--- config.mk ---
export PLATFORM = sky130hd
export DESIGN_NAME = ps2_key_event_decoder_unit
export DESIGN_NICKNAME = d
export VERILOG_FILES = /design/src/ps2kd_pkg.sv /design/src/ps2_key_event_decoder_unit.sv
export VERILOG_INCLUDE_DIRS = /design/src /design/src/src
export SDC_FILE = /design/constraint.sdc
export NUM_CORES = 1
export LEC_CHECK = 0
export ABC_AREA = 1
export BUFFER_PORTS_ARGS = -buffer_cell sky130_fd_sc_hd__buf_2
export CAP_MARGIN = 20
export CORE_ASPECT_RATIO = 0.8
export CORE_MARGIN = 2
export CORE_UTILIZATION = 51
export DETAILED_ROUTE_END_ITERATION = 10
export PLACE_DENSITY = 0.74
export SYNTH_ARGS = -nofsm -noshare
export SYNTH_HDL_FRONTEND = slang
export SYNTH_SLANG_ARGS = --single-unit
--- constraint.sdc ---
create_clock -name clock -period 2.3 [get_ports clock]
set_input_delay 0.115 -clock clock [delete_from_list [all_inputs] [get_ports clock]]
set_output_delay 0.115 -clock clock [all_outputs]
set_load 0.01 [all_outputs]
--- src/assert_macros.svh ---
// Assertion macros for the RTL decoder unit.
`ifndef ASSERT_MACROS_SVH
`define ASSERT_MACROS_SVH

// Same-cycle implication, disabled during reset.
`define ASSERT_IMPL(label, clk, rst, ante, cons) \
   label: assert property (@(posedge clk) disable iff (rst) (ante) |-> (cons)) \
      else $error("assertion failed: label");

// Next-cycle implication, disabled during reset.
`define ASSERT_NEXT(label, clk, rst, ante, cons) \
   label: assert property (@(posedge clk) disable iff (rst) (ante) |=> (cons)) \
      else $error("assertion failed: label");

`endif

--- src/ps2kd_pkg.sv ---
// Types, scan codes and key map for the PS/2 key event decoder.
`default_nettype none
package ps2kd_pkg;

   localparam int KEY_COUNT = 9;

   typedef logic [7:0]           scan_byte_type;
   typedef logic [3:0]           key_code_type;
   typedef logic [KEY_COUNT-1:0] key_mask_type;

   localparam scan_byte_type PREFIX_EXTENDED = 8'hE0;
   localparam scan_byte_type PREFIX_BREAK    = 8'hF0;

   localparam scan_byte_type MAKE_UP    = 8'h75;
   localparam scan_byte_type MAKE_DOWN  = 8'h72;
   localparam scan_byte_type MAKE_LEFT  = 8'h6B;
   localparam scan_byte_type MAKE_RIGHT = 8'h74;
   localparam scan_byte_type MAKE_SPACE = 8'h29;
   localparam scan_byte_type MAKE_ENTER = 8'h5A;
   localparam scan_byte_type MAKE_ESC   = 8'h76;
   localparam scan_byte_type MAKE_PLUS  = 8'h79;
   localparam scan_byte_type MAKE_MINUS = 8'h4E;

   localparam key_code_type KC_UP    = 4'd0;
   localparam key_code_type KC_DOWN  = 4'd1;
   localparam key_code_type KC_LEFT  = 4'd2;
   localparam key_code_type KC_RIGHT = 4'd3;
   localparam key_code_type KC_SPACE = 4'd4;
   localparam key_code_type KC_ENTER = 4'd5;
   localparam key_code_type KC_ESC   = 4'd6;
   localparam key_code_type KC_PLUS  = 4'd7;
   localparam key_code_type KC_MINUS = 4'd8;
   localparam key_code_type NO_KEY   = 4'd15;

   function automatic key_code_type lookup_key(input logic ext, input scan_byte_type code);
      key_code_type k;
      k = NO_KEY;
      if (ext) begin
         case (code)
            MAKE_UP:    k = KC_UP;
            MAKE_DOWN:  k = KC_DOWN;
            MAKE_LEFT:  k = KC_LEFT;
            MAKE_RIGHT: k = KC_RIGHT;
            default:    k = NO_KEY;
         endcase
      end else begin
         case (code)
            MAKE_SPACE: k = KC_SPACE;
            MAKE_ENTER: k = KC_ENTER;
            MAKE_ESC:   k = KC_ESC;
            MAKE_PLUS:  k = KC_PLUS;
            MAKE_MINUS: k = KC_MINUS;
            default:    k = NO_KEY;
         endcase
      end
      return k;
   endfunction

   // One-hot held-bit mask for a key; zero for codes outside the map.
   function automatic key_mask_type key_bit(input key_code_type k);
      key_mask_type m;
      m = '0;
      for (int i = 0; i < KEY_COUNT; i++) begin
         if (k == key_code_type'(i)) m[i] = 1'b1;
      end
      return m;
   endfunction

endpackage
`default_nettype wire

--- src/ps2_key_event_decoder_unit.sv ---
// A scan byte is registered in the input register; its result is registered in the result register.
// Throughput: one scan byte per cycle; a byte stalls only while the result register
// holds an untaken result and the byte would produce a new one.
// Prefix bytes, unknown codes and repeated presses produce no result and never stall.
// Reset (synchronous, active high) clears both prefix flags, all held bits and
// both valid registers.
`default_nettype none
`include "assert_macros.svh"
module ps2_key_event_decoder_unit (
   input  wire logic                    clock,
   input  wire logic                    reset,
   input  wire logic                    req_valid,
   output      logic                    req_ready,
   input  wire ps2kd_pkg::scan_byte_type req_scan_byte,
   output      logic                    rsp_valid,
   input  wire logic                    rsp_ready,
   output      ps2kd_pkg::key_code_type rsp_key_code,
   output      logic                    rsp_is_release
);
   import ps2kd_pkg::*;

   logic          in_valid_ff, in_valid_in;
   scan_byte_type in_byte_ff, in_byte_in;
   logic          ext_ff, ext_in;
   logic          brk_ff, brk_in;
   key_mask_type  held_ff, held_in;
   logic          out_valid_ff, out_valid_in;
   key_code_type  out_key_ff, out_key_in;
   logic          out_rel_ff, out_rel_in;

   logic          is_ext_prefix, is_brk_prefix;
   key_code_type  key;
   key_mask_type  mask;
   logic          emit;
   logic          slot_free;
   logic          advance;

   always_comb begin
      is_ext_prefix = (in_byte_ff == PREFIX_EXTENDED);
      is_brk_prefix = (in_byte_ff == PREFIX_BREAK);
      key           = lookup_key(ext_ff, in_byte_ff);
      mask          = key_bit(key);
      // release always reports; press only when the key was not held
      emit          = !is_ext_prefix && !is_brk_prefix && (key != NO_KEY) &&
                      (brk_ff || ((held_ff & mask) == '0));
      slot_free     = !out_valid_ff || rsp_ready;
      advance       = in_valid_ff && (!emit || slot_free);
   end

   assign req_ready = !in_valid_ff || advance;

   always_comb begin
      in_valid_in  = in_valid_ff;
      in_byte_in   = in_byte_ff;
      ext_in       = ext_ff;
      brk_in       = brk_ff;
      held_in      = held_ff;
      out_valid_in = out_valid_ff && !rsp_ready;
      out_key_in   = out_key_ff;
      out_rel_in   = out_rel_ff;

      if (advance) begin
         in_valid_in = 1'b0;
         if (is_ext_prefix) begin
            ext_in = 1'b1;
         end else if (is_brk_prefix) begin
            brk_in = 1'b1;
         end else begin
            ext_in = 1'b0;
            brk_in = 1'b0;
            if (key != NO_KEY) begin
               held_in = brk_ff ? (held_ff & ~mask) : (held_ff | mask);
            end
            if (emit) begin
               out_valid_in = 1'b1;
               out_key_in   = key;
               out_rel_in   = brk_ff;
            end
         end
      end

      if (req_valid && req_ready) begin
         in_valid_in = 1'b1;
         in_byte_in  = req_scan_byte;
      end
   end

   always_ff @(posedge clock) begin
      if (reset) begin
         in_valid_ff  <= 1'b0;
         ext_ff       <= 1'b0;
         brk_ff       <= 1'b0;
         held_ff      <= '0;
         out_valid_ff <= 1'b0;
      end else begin
         in_valid_ff  <= in_valid_in;
         ext_ff       <= ext_in;
         brk_ff       <= brk_in;
         held_ff      <= held_in;
         out_valid_ff <= out_valid_in;
      end
      in_byte_ff <= in_byte_in;
      out_key_ff <= out_key_in;
      out_rel_ff <= out_rel_in;
   end

   assign rsp_valid      = out_valid_ff;
   assign rsp_key_code   = out_key_ff;
   assign rsp_is_release = out_rel_ff;

   `ASSERT_IMPL(a_key_in_map, clock, reset, rsp_valid, rsp_key_code <= KC_MINUS)
   `ASSERT_IMPL(a_press_held, clock, reset, rsp_valid && !rsp_is_release,
                (held_ff & key_bit(rsp_key_code)) != '0)
   `ASSERT_IMPL(a_release_clear, clock, reset, rsp_valid && rsp_is_release,
                (held_ff & key_bit(rsp_key_code)) == '0)
   `ASSERT_NEXT(a_flags_clear, clock, reset,
                advance && !is_ext_prefix && !is_brk_prefix, !ext_ff && !brk_ff)

endmodule
`default_nettype wire

==> summary.txt, run 1 <==
Floorplan
  – FP Rows: 17
  – Die Area: 3520 sq um
  – Die height: 53.5 microns
  – Boundary pin count: 19
  – Core area: 2830 sq um
  – Die X: 65.8 microns
  – Initial core utilization: 55.2%

Final layout
  – Finished Layout Cells: 316
  – Most common cell after layout, fill and taps aside: nand2_1
  – Diode count: 0
  – Area growth, synth to finish: 37.7%
  – # nets final: 291
  – Commonest non-fill, non-tap cells in the layout: nand2_1, nor2_1, inv_1
  – Fraction of layout cells with a size suffix above 1: 37.1%

Job
  – Max cap viols: 0

Route
  – Wire per inst: 12.7 microns
  – Number of DRC markers in iteration 0: 139
  – Routed wire length: 4000 microns
  – Via count: 1,618
  – Final ANT Viol Nets: 0
  – Pre-Repair DR Iteration Count: 4
  – Via density: 5.12
  – DR DRC count: 0

Synth
  – Post-synthesis simple-gate area fraction: 43.5%
  – Largest family of logic cells by synthesized area: simple AND/OR/NAND/NOR gates
  – Post-Synthesis Net Count: 241
  – Synth Area in XOR/XNOR: 0%
  – FF+latch count, synth: 26
  – Post-synthesis mux area share: 0%
  – Syn. warnings: 0
  – Register area share after synthesis: 41.7%
  – Netlist cell types: 21
  – Synthesized area: 1560 sq um
  – Mean post-synth cell area: 6.81 sq um
  – Cells after Synth: 229
  – Adder-Cell Fraction of Synth Area: 0%
  – Synth Area in Compound Gates: 3.53%

Setup path
  – Highest fanout seen on the critical path: 4
  – Crit path to: req_ready
  – Reg2reg start: in_byte_ff[2]$_DFFE_PP_
  – Crit path largest cell delay: 0.48 ns
  – Critical Path Sink Type: output port
  – RR Endpoint: rsp_is_release$_DFFE_PP_
  – R2R depth: 17
  – WP buf/inv: 4
  – Reg2reg setup slack: -0.26 ns
  – Slowest-stage cell, CP: edfxtp_1
  – Stages on worst setup path: 17
  – CP arrival: 2.45 ns
  – WS Path Type: register to output port
  – Critical Path, Cell by Cell: inv_2 > nand2_4 > nor2_4 > nand2_2 > nand3_2 > nor2_1 > nor2_1 > nor2_2 > buf_4 > nand4_1 > nand2_1 > nor2_2 > nand3_2 > nand2_4 > nand3_4 > buf_6 > buf_6
  – CP top delay family: simple AND/OR/NAND/NOR gates
  – Startpoint Class: register
  – Worst Setup SP: in_byte_ff[2]$_DFFE_PP_
  – CP Data Required Time: 2.18 ns

CTS
  – CTS root buf: clkbuf_8
  – Clk sinks: 26
  – CTS Buf Count: 3
  – Clk pin slew, worst setup/hold paths: 0.08 ns
  – CTS tree: built
  – Clock tree buffer depth: 2
  – H-Tree Depth: 1
  – Clock Latency Late Sink: 0.27 ns
  – CTS Hold Bufs: 0

Global route
  – Grt ovf: 0
  – Total track usage: 25.0%
  – First-pass GRT wire length: 6510 microns
  – Initial antenna violation count: 0
  – Vias in the first global route: 1,492
  – Largest net degree at the start of global routing: 16

Pwr
  – Max IR drop VDD: 0.000460 V
  – Design Power: 1.04 mW
  – Static Leak: 1.00 nW
  – Power Density: 482 nW/um^2

Placement
  – Placed instance count: 302
  – Hpwl dp: 2760 microns
  – Port Buffers: 18
  – Routability Congestion: 0.852
  – Post-place setup slack: -0.232 ns

Min path
  – Min-Delay Path Class: input port to register

Outcome
  – Status: finished with violations
  – Violated checks: setup timing

STA
  – Slew @ Worst Pin: 0.546 ns
  – Max Clk Rate: 390 MHz
  – Final TNS setup: -4.21 ns
  – Hold slack: 0.0135 ns
  – Final Setup Violations: 27
  – Slew headroom: 63.6%
  – Slew Limit Fails: 0
  – Final Critical Period: 2.57 ns
  – RSZ-0062 raised after global routing: true
  – Final period util: 112%
  – Setup Skew: 0.00206 ns
  – Final Worst Setup Slack: -0.267 ns
  – Final hold violation count: 0
-- routing by layer --
metal,routed length (microns),track usage (%),vias up
li1,-,-,822
met1,1940,34.3,735
met2,1810,39.9,55
met3,208,5.11,6
met4,47,7.29,0
met5,0,0,-
-- worst min path at each step --
stage | cells past startpoint | endpoint | slack (ns) | startpoint
after floorplan | 1 | in_valid_ff$_SDFFE_PP0P_ | 0.18 | reset
after global placement | 1 | in_byte_ff[5]$_DFFE_PP_ | 0.29 | req_scan_byte[5]
after detailed placement | 1 | in_byte_ff[2]$_DFFE_PP_ | 0.29 | req_scan_byte[2]
after CTS | 1 | in_byte_ff[2]$_DFFE_PP_ | 0.008 | req_scan_byte[2]
after global routing | 1 | in_byte_ff[2]$_DFFE_PP_ | 0.003 | req_scan_byte[2]
final | 1 | in_byte_ff[4]$_DFFE_PP_ | 0.01 | req_scan_byte[4]
-- kinds of logic (layout without fill, tap and decap cells) --
kind of cell           after synthesis  in the layout
AND/OR/NAND/NOR                    149            149
buffers and inverters               43             92
flip-flops                          26             26
AO/OA/AOI/OAI                       11             11
-- power breakdown --
| part | total (mW) | switching [mW] | internal, mW |
|---|---|---|---|
| clock network | 0.372 | 0.139 | 0.233 |
| registers | 0.519 | 0.0176 | 0.501 |
| logic | 0.144 | 0.0870 | 0.0574 |
| total | 1.04 | 0.244 | 0.792 |
-- worst register-to-register path, stage by stage (launching register included) --
cell and delay, ns:
edfxtp_1 0.48, inv_2 0.13, nand2_4 0.07, nor2_4 0.13, nand2_2 0.09, nand3_2 0.11, nor2_1 0.05, nor2_1 0.10
nor2_2 0.08, buf_4 0.14, nand4_1 0.06, nand2_1 0.07, nor2_2 0.11, nand3_2 0.12, buf_4 0.16, a21oi_4 0.15
nand3_4 0.10, inv_4 0.12
-- synthesized netlist by cell type (all sizes together) --
cell / count / area share (%)
a21oi: 7 / 2.2
clkinv: 2 / 0.48
o21ai: 4 / 1.3
inv: 37 / 8.9
nor2: 56 / 15
nand2: 61 / 16
nand4: 14 / 5.6
clkbuf: 2 / 0.48
nand3: 13 / 4.8
or4: 1 / 0.48
buf: 2 / 1.4
nor4: 1 / 0.40
dfxtp: 13 / 17
edfxtp: 13 / 25
nor3: 3 / 0.96
-- cell type report --
type / instances / area [sq um]
fill: 211 / 681
multi-input combinational: 160 / 878
tap: 38 / 47.5
clock inverter: 1 / 30.0
timing repair buffer: 49 / 349
sequential: 26 / 651
inverter: 39 / 151
clock buffer: 3 / 41.3
-- per-stage QoR --
step | util, % | area [sq um]
2_1_floorplan | - | 1560
3_3_place_gp | 65.0 | 1840
3_5_place_dp | 65.0 | 1840
4_1_cts | 72.0 | 2040
5_1_grt | 75.9 | 2150
6_report | 75.9 | 2150
-- timing repair --
item,4_1_cts,5_1_grt
endpoints found under the setup margin,26,27
buffers inserted,6,4
resized for setup,23,22
pin swaps,8,12
No activity file was read; power rests on OpenSTA's default activity.
==> inputs of run 2 (changes only) <==
--- a/config.mk
+++ b/config.mk
@@ -11,9 +11,10 @@
 export CAP_MARGIN = 20
 export CORE_ASPECT_RATIO = 0.8
 export CORE_MARGIN = 2
-export CORE_UTILIZATION = 51
+export CORE_UTILIZATION = 54
+export CTS_BUF_LIST = sky130_fd_sc_hd__clkbuf_4
 export DETAILED_ROUTE_END_ITERATION = 10
-export PLACE_DENSITY = 0.74
+export PLACE_DENSITY = 0.78
 export SYNTH_ARGS = -nofsm -noshare
 export SYNTH_HDL_FRONTEND = slang
 export SYNTH_SLANG_ARGS = --single-unit
==> run 2 against run 1 <==
The flow still finishes with violations (setup timing). Sequential share of layout area fell by 2.3 points. Clock skew rose by 0.011 ns. Clock power fell by 14%. Setup slack got worse by 0.21 ns. Clock-buffer cell count did not move. Total power fell by 2.0%. Via count rose by 12%. Sequential power barely moved. Non-clock buffer count rose by 12. Critical endpoint unchanged.
==> summary.txt, run 2 (synthesized netlist as in run 1, its figures left out) <==
Outcome
  – Status: finished with violations (unchanged)
  – Violated checks: setup timing (unchanged)

Floorplan
  – FP Rows: 17 (unchanged)
  – Die Area: 3340 sq um (was 3520 sq um)
  – Die X: 64.1 microns (was 65.8 microns)
  – Die height: 52.1 microns (was 53.5 microns)
  – Initial core utilization: 56.9% (was 55.2%)
  – Boundary pin count: 19 (unchanged)
  – Core area: 2740 sq um (was 2830 sq um)

STA
  – Final Critical Period: 2.77 ns (was 2.57 ns)
  – Max Clk Rate: 360 MHz (was 390 MHz)
  – Slew headroom: 64.3% (was 63.6%)
  – Slew Limit Fails: 0 (unchanged)
  – Setup Skew: 0.0128 ns (was 0.00206 ns)
  – Hold slack: 0.0388 ns (was 0.0135 ns)
  – RSZ-0062 raised after global routing: true (unchanged)
  – Final Worst Setup Slack: -0.475 ns (was -0.267 ns)
  – Final period util: 121% (was 112%)
  – Final Setup Violations: 27 (unchanged)
  – Final hold violation count: 0 (unchanged)
  – Slew @ Worst Pin: 0.535 ns (was 0.546 ns)

CTS
  – Clock Latency Late Sink: 0.33 ns (was 0.27 ns)
  – Clk pin slew, worst setup/hold paths: 0.15 ns (was 0.08 ns)
  – H-Tree Depth: 1 (unchanged)
  – Clock tree buffer depth: 2 (unchanged)
  – CTS tree: built (unchanged)
  – CTS Buf Count: 3 (unchanged)
  – CTS root buf: clkbuf_4 (was clkbuf_8)
  – Clk sinks: 26 (unchanged)

Route
  – Number of DRC markers in iteration 0: 166 (was 139)
  – Wire per inst: 15.6 microns (was 12.7 microns)
  – Pre-Repair DR Iteration Count: 5 (was 4)
  – Final ANT Viol Nets: 0 (unchanged)
  – Via density: 5.53 (was 5.12)
  – Routed wire length: 5130 microns (was 4000 microns)
  – Via count: 1,815 (was 1,618)
  – DR DRC count: 0 (unchanged)

Pwr
  – Net Sw Frac: 26.0% (was 23.5%)
  – Int Power: 0.751 mW (was 0.792 mW)
  – Sequential power share: 51.2% (was 50.1%)
  – Static Leak: 1.09 nW (was 1.00 nW)
  – Power Density: 436 nW/um^2 (was 482 nW/um^2)
  – Switching Power: 0.264 mW (was 0.244 mW)
  – Gate power share: 17.2% (was 13.9%)
  – Clk pwr share: 31.6% (was 35.9%)
  – Max IR drop VDD: 0.000443 V (was 0.000460 V)
  – Design Power: 1.01 mW (was 1.04 mW)

Global route
  – Vias in the first global route: 1,600 (was 1,492)
  – Initial antenna violation count: 0 (unchanged)
  – First-pass GRT wire length: 7170 microns (was 6510 microns)
  – Grt ovf: 0 (unchanged)
  – Total track usage: 28.4% (was 25.0%)
  – Largest net degree at the start of global routing: 16 (unchanged)

Placement
  – Routability Congestion: 0.914 (was 0.852)
  – Port Buffers: 18 (unchanged)
  – Post-DP Area: 1830 sq um (was 1840 sq um)
  – Hpwl dp: 2680 microns (was 2760 microns)
  – Placed instance count: 301 (was 302)

Final layout
  – Diode count: 0 (unchanged)
  – Most common cell after layout, fill and taps aside: nor2_1 (was nand2_1)
  – Sequential Area: 651 sq um (unchanged)
  – Fraction of layout cells with a size suffix above 1: 40.7% (was 37.1%)
  – Design Area, Final: 2330 sq um (was 2150 sq um)
  – Commonest non-fill, non-tap cells in the layout: nor2_1, nand2_1, inv_1 (was nand2_1, nor2_1, inv_1)
  – Area of the multi-input gates: 945 sq um (was 878 sq um)
  – Fill count: 124 (was 211)
  – Finished Layout Cells: 328 (was 316)
  – Area growth, synth to finish: 49.2% (was 37.7%)
  – # nets final: 303 (was 291)

Min path
  – Sink of the worst hold path: in_valid_ff$_SDFFE_PP0P_ (was in_byte_ff[4]$_DFFE_PP_)
  – Worst hold start: req_valid (was req_scan_byte[4])
  – WHS Path Cells: 3 (was 1)
  – Min-Delay Path Class: input port to register (unchanged)

Setup path
  – Crit path largest cell delay: 0.49 ns (was 0.48 ns)
  – CP Data Required Time: 2.18 ns (about the same)
  – CP arrival: 2.66 ns (was 2.45 ns)
  – Cell mode on critical path: nand2_4
  – R2R depth: 20 (was 17)
  – Slowest-stage cell, CP: edfxtp_1 (unchanged)
  – Highest fanout seen on the critical path: 8 (was 4)
  – Reg2reg setup slack: -0.47 ns (was -0.26 ns)
  – WP buf/inv: 3 (was 4)
  – Critical Path Sink Type: output port (unchanged)
  – Critical Path, Cell by Cell: buf_4 > nand2_4 > nor2_1 > nand2_1 > nand2_4 > o21ai_2 > nand2_2 > nand2_4 > nor2_4 > nand3_2 > nand2_2 > nor2_2 > nand3_2 > nand2_4 > nand3_4 > buf_6 > buf_6 (was inv_2 > nand2_4 > nor2_4 > nand2_2 > nand3_2 > nor2_1 > nor2_1 > nor2_2 > buf_4 > nand4_1 > nand2_1 > nor2_2 > nand3_2 > nand2_4 > nand3_4 > buf_6 > buf_6)
  – Reg2reg start: in_byte_ff[1]$_DFFE_PP_ (was in_byte_ff[2]$_DFFE_PP_)
  – CP top delay family: simple AND/OR/NAND/NOR gates (unchanged)
  – RR Endpoint: in_byte_ff[0]$_DFFE_PP_ (was rsp_is_release$_DFFE_PP_)
  – WS Path Type: register to output port (unchanged)
  – Startpoint Class: register (unchanged)

Job
  – Max cap viols: 0 (unchanged)
-- run 2: cell types whose count changed in the layout (fill, tap and decap cells not counted), moves of 2 or more --
cell           change
nor2_1             -2
buf_6              +4
clkbuf_8           -3
nand2_1           -10
nor2_2             -3
clkbuf_4           +3
nand3_1            -2
nand2_4            +4
nor2_4             +5
nand2_2            +6
dlygate4sd3_1      +9
nand3_2            +3
-- run 2: timing repair --
action / CTS / global route
endpoints found under the setup margin: 27 / 27
hold buffers: 9 / 0
hold endpoints to repair: 10 / 0
gates resized for setup: 26 / 44
gates cloned: 0 / 0
pin swaps: 12 / 9
buffers inserted: 7 / 7
-- run 2: worst register-to-register path, cell delays in order, from the launching register on --
cell and delay [ns]:
edfxtp_1 0.49, buf_4 0.18, nand2_4 0.08, nor2_1 0.07, nand2_1 0.15, nand2_4 0.10, o21ai_2 0.18, nand2_2 0.09
nand2_4 0.13, nor2_4 0.07, nand3_2 0.06, nand2_2 0.06, nor2_2 0.11, nand3_2 0.11, nand2_4 0.10, nand3_4 0.08
buf_4 0.17, buf_6 0.10, buf_6 0.11, nand2_4 0.07, inv_8 0.05
-- run 2: worst max-delay path by stage --
stage / cells past startpoint / from / end / slack, ns
6_report: 17 / in_byte_ff[1]$_DFFE_PP_ / req_ready / -0.47
5_1_grt: 17 / in_byte_ff[1]$_DFFE_PP_ / req_ready / -0.58
4_1_cts: 18 / in_byte_ff[2]$_DFFE_PP_ / req_ready / -0.28
3_5_place_dp: 17 / in_byte_ff[2]$_DFFE_PP_ / rsp_key_code[2]$_DFFE_PP_ / -0.26
3_3_place_gp: 17 / in_byte_ff[2]$_DFFE_PP_ / rsp_key_code[1]$_DFFE_PP_ / -0.19
2_1_floorplan: 18 / in_byte_ff[2]$_DFFE_PP_ / in_byte_ff[0]$_DFFE_PP_ / 0.06
-- run 2: metal layers --
metal  routed length (microns)  vias to the layer above  share of wire, %  track usage [%]
met5                         0                        -                 0                0
met4                       278                        0               5.4             7.09
met3                       465                       33               9.1             5.63
met2                      2400                      121                47             51.2
met1                      1990                      813                39             35.2
li1                          -                      848                 -                -
-- run 2: cell type report --
cell class	count	area share, %
Sequential cell	26	27.9
Clock buffer	3	0.967
Inverter	39	6.72
Tap cell	38	2.04
Multi-Input combinational cell	160	40.6
Clock inverter	1	1.29
Timing Repair Buffer	61	20.5
-- run 2: through the flow --
stage          setup TNS [ns]  setup slack [ns]  util, %
2_1_floorplan               0            0.0566        -
3_3_place_gp            -2.95            -0.192     66.7
3_5_place_dp            -5.21            -0.258     66.7
4_1_cts                 -4.06            -0.278     77.2
5_1_grt                -13.56            -0.578     84.9
6_report               -10.78            -0.475     84.9
-- run 2: power groups by stage --
stage / Sequential, mW / Combinational [mW] / Clock, mW
after floorplan: 0.522 / 0.0695 / 0
after global placement: 0.525 / 0.110 / 0
after detailed placement: 0.525 / 0.112 / 0
after CTS: 0.516 / 0.139 / 0.321
after global routing: 0.521 / 0.186 / 0.338
final: 0.520 / 0.174 / 0.321
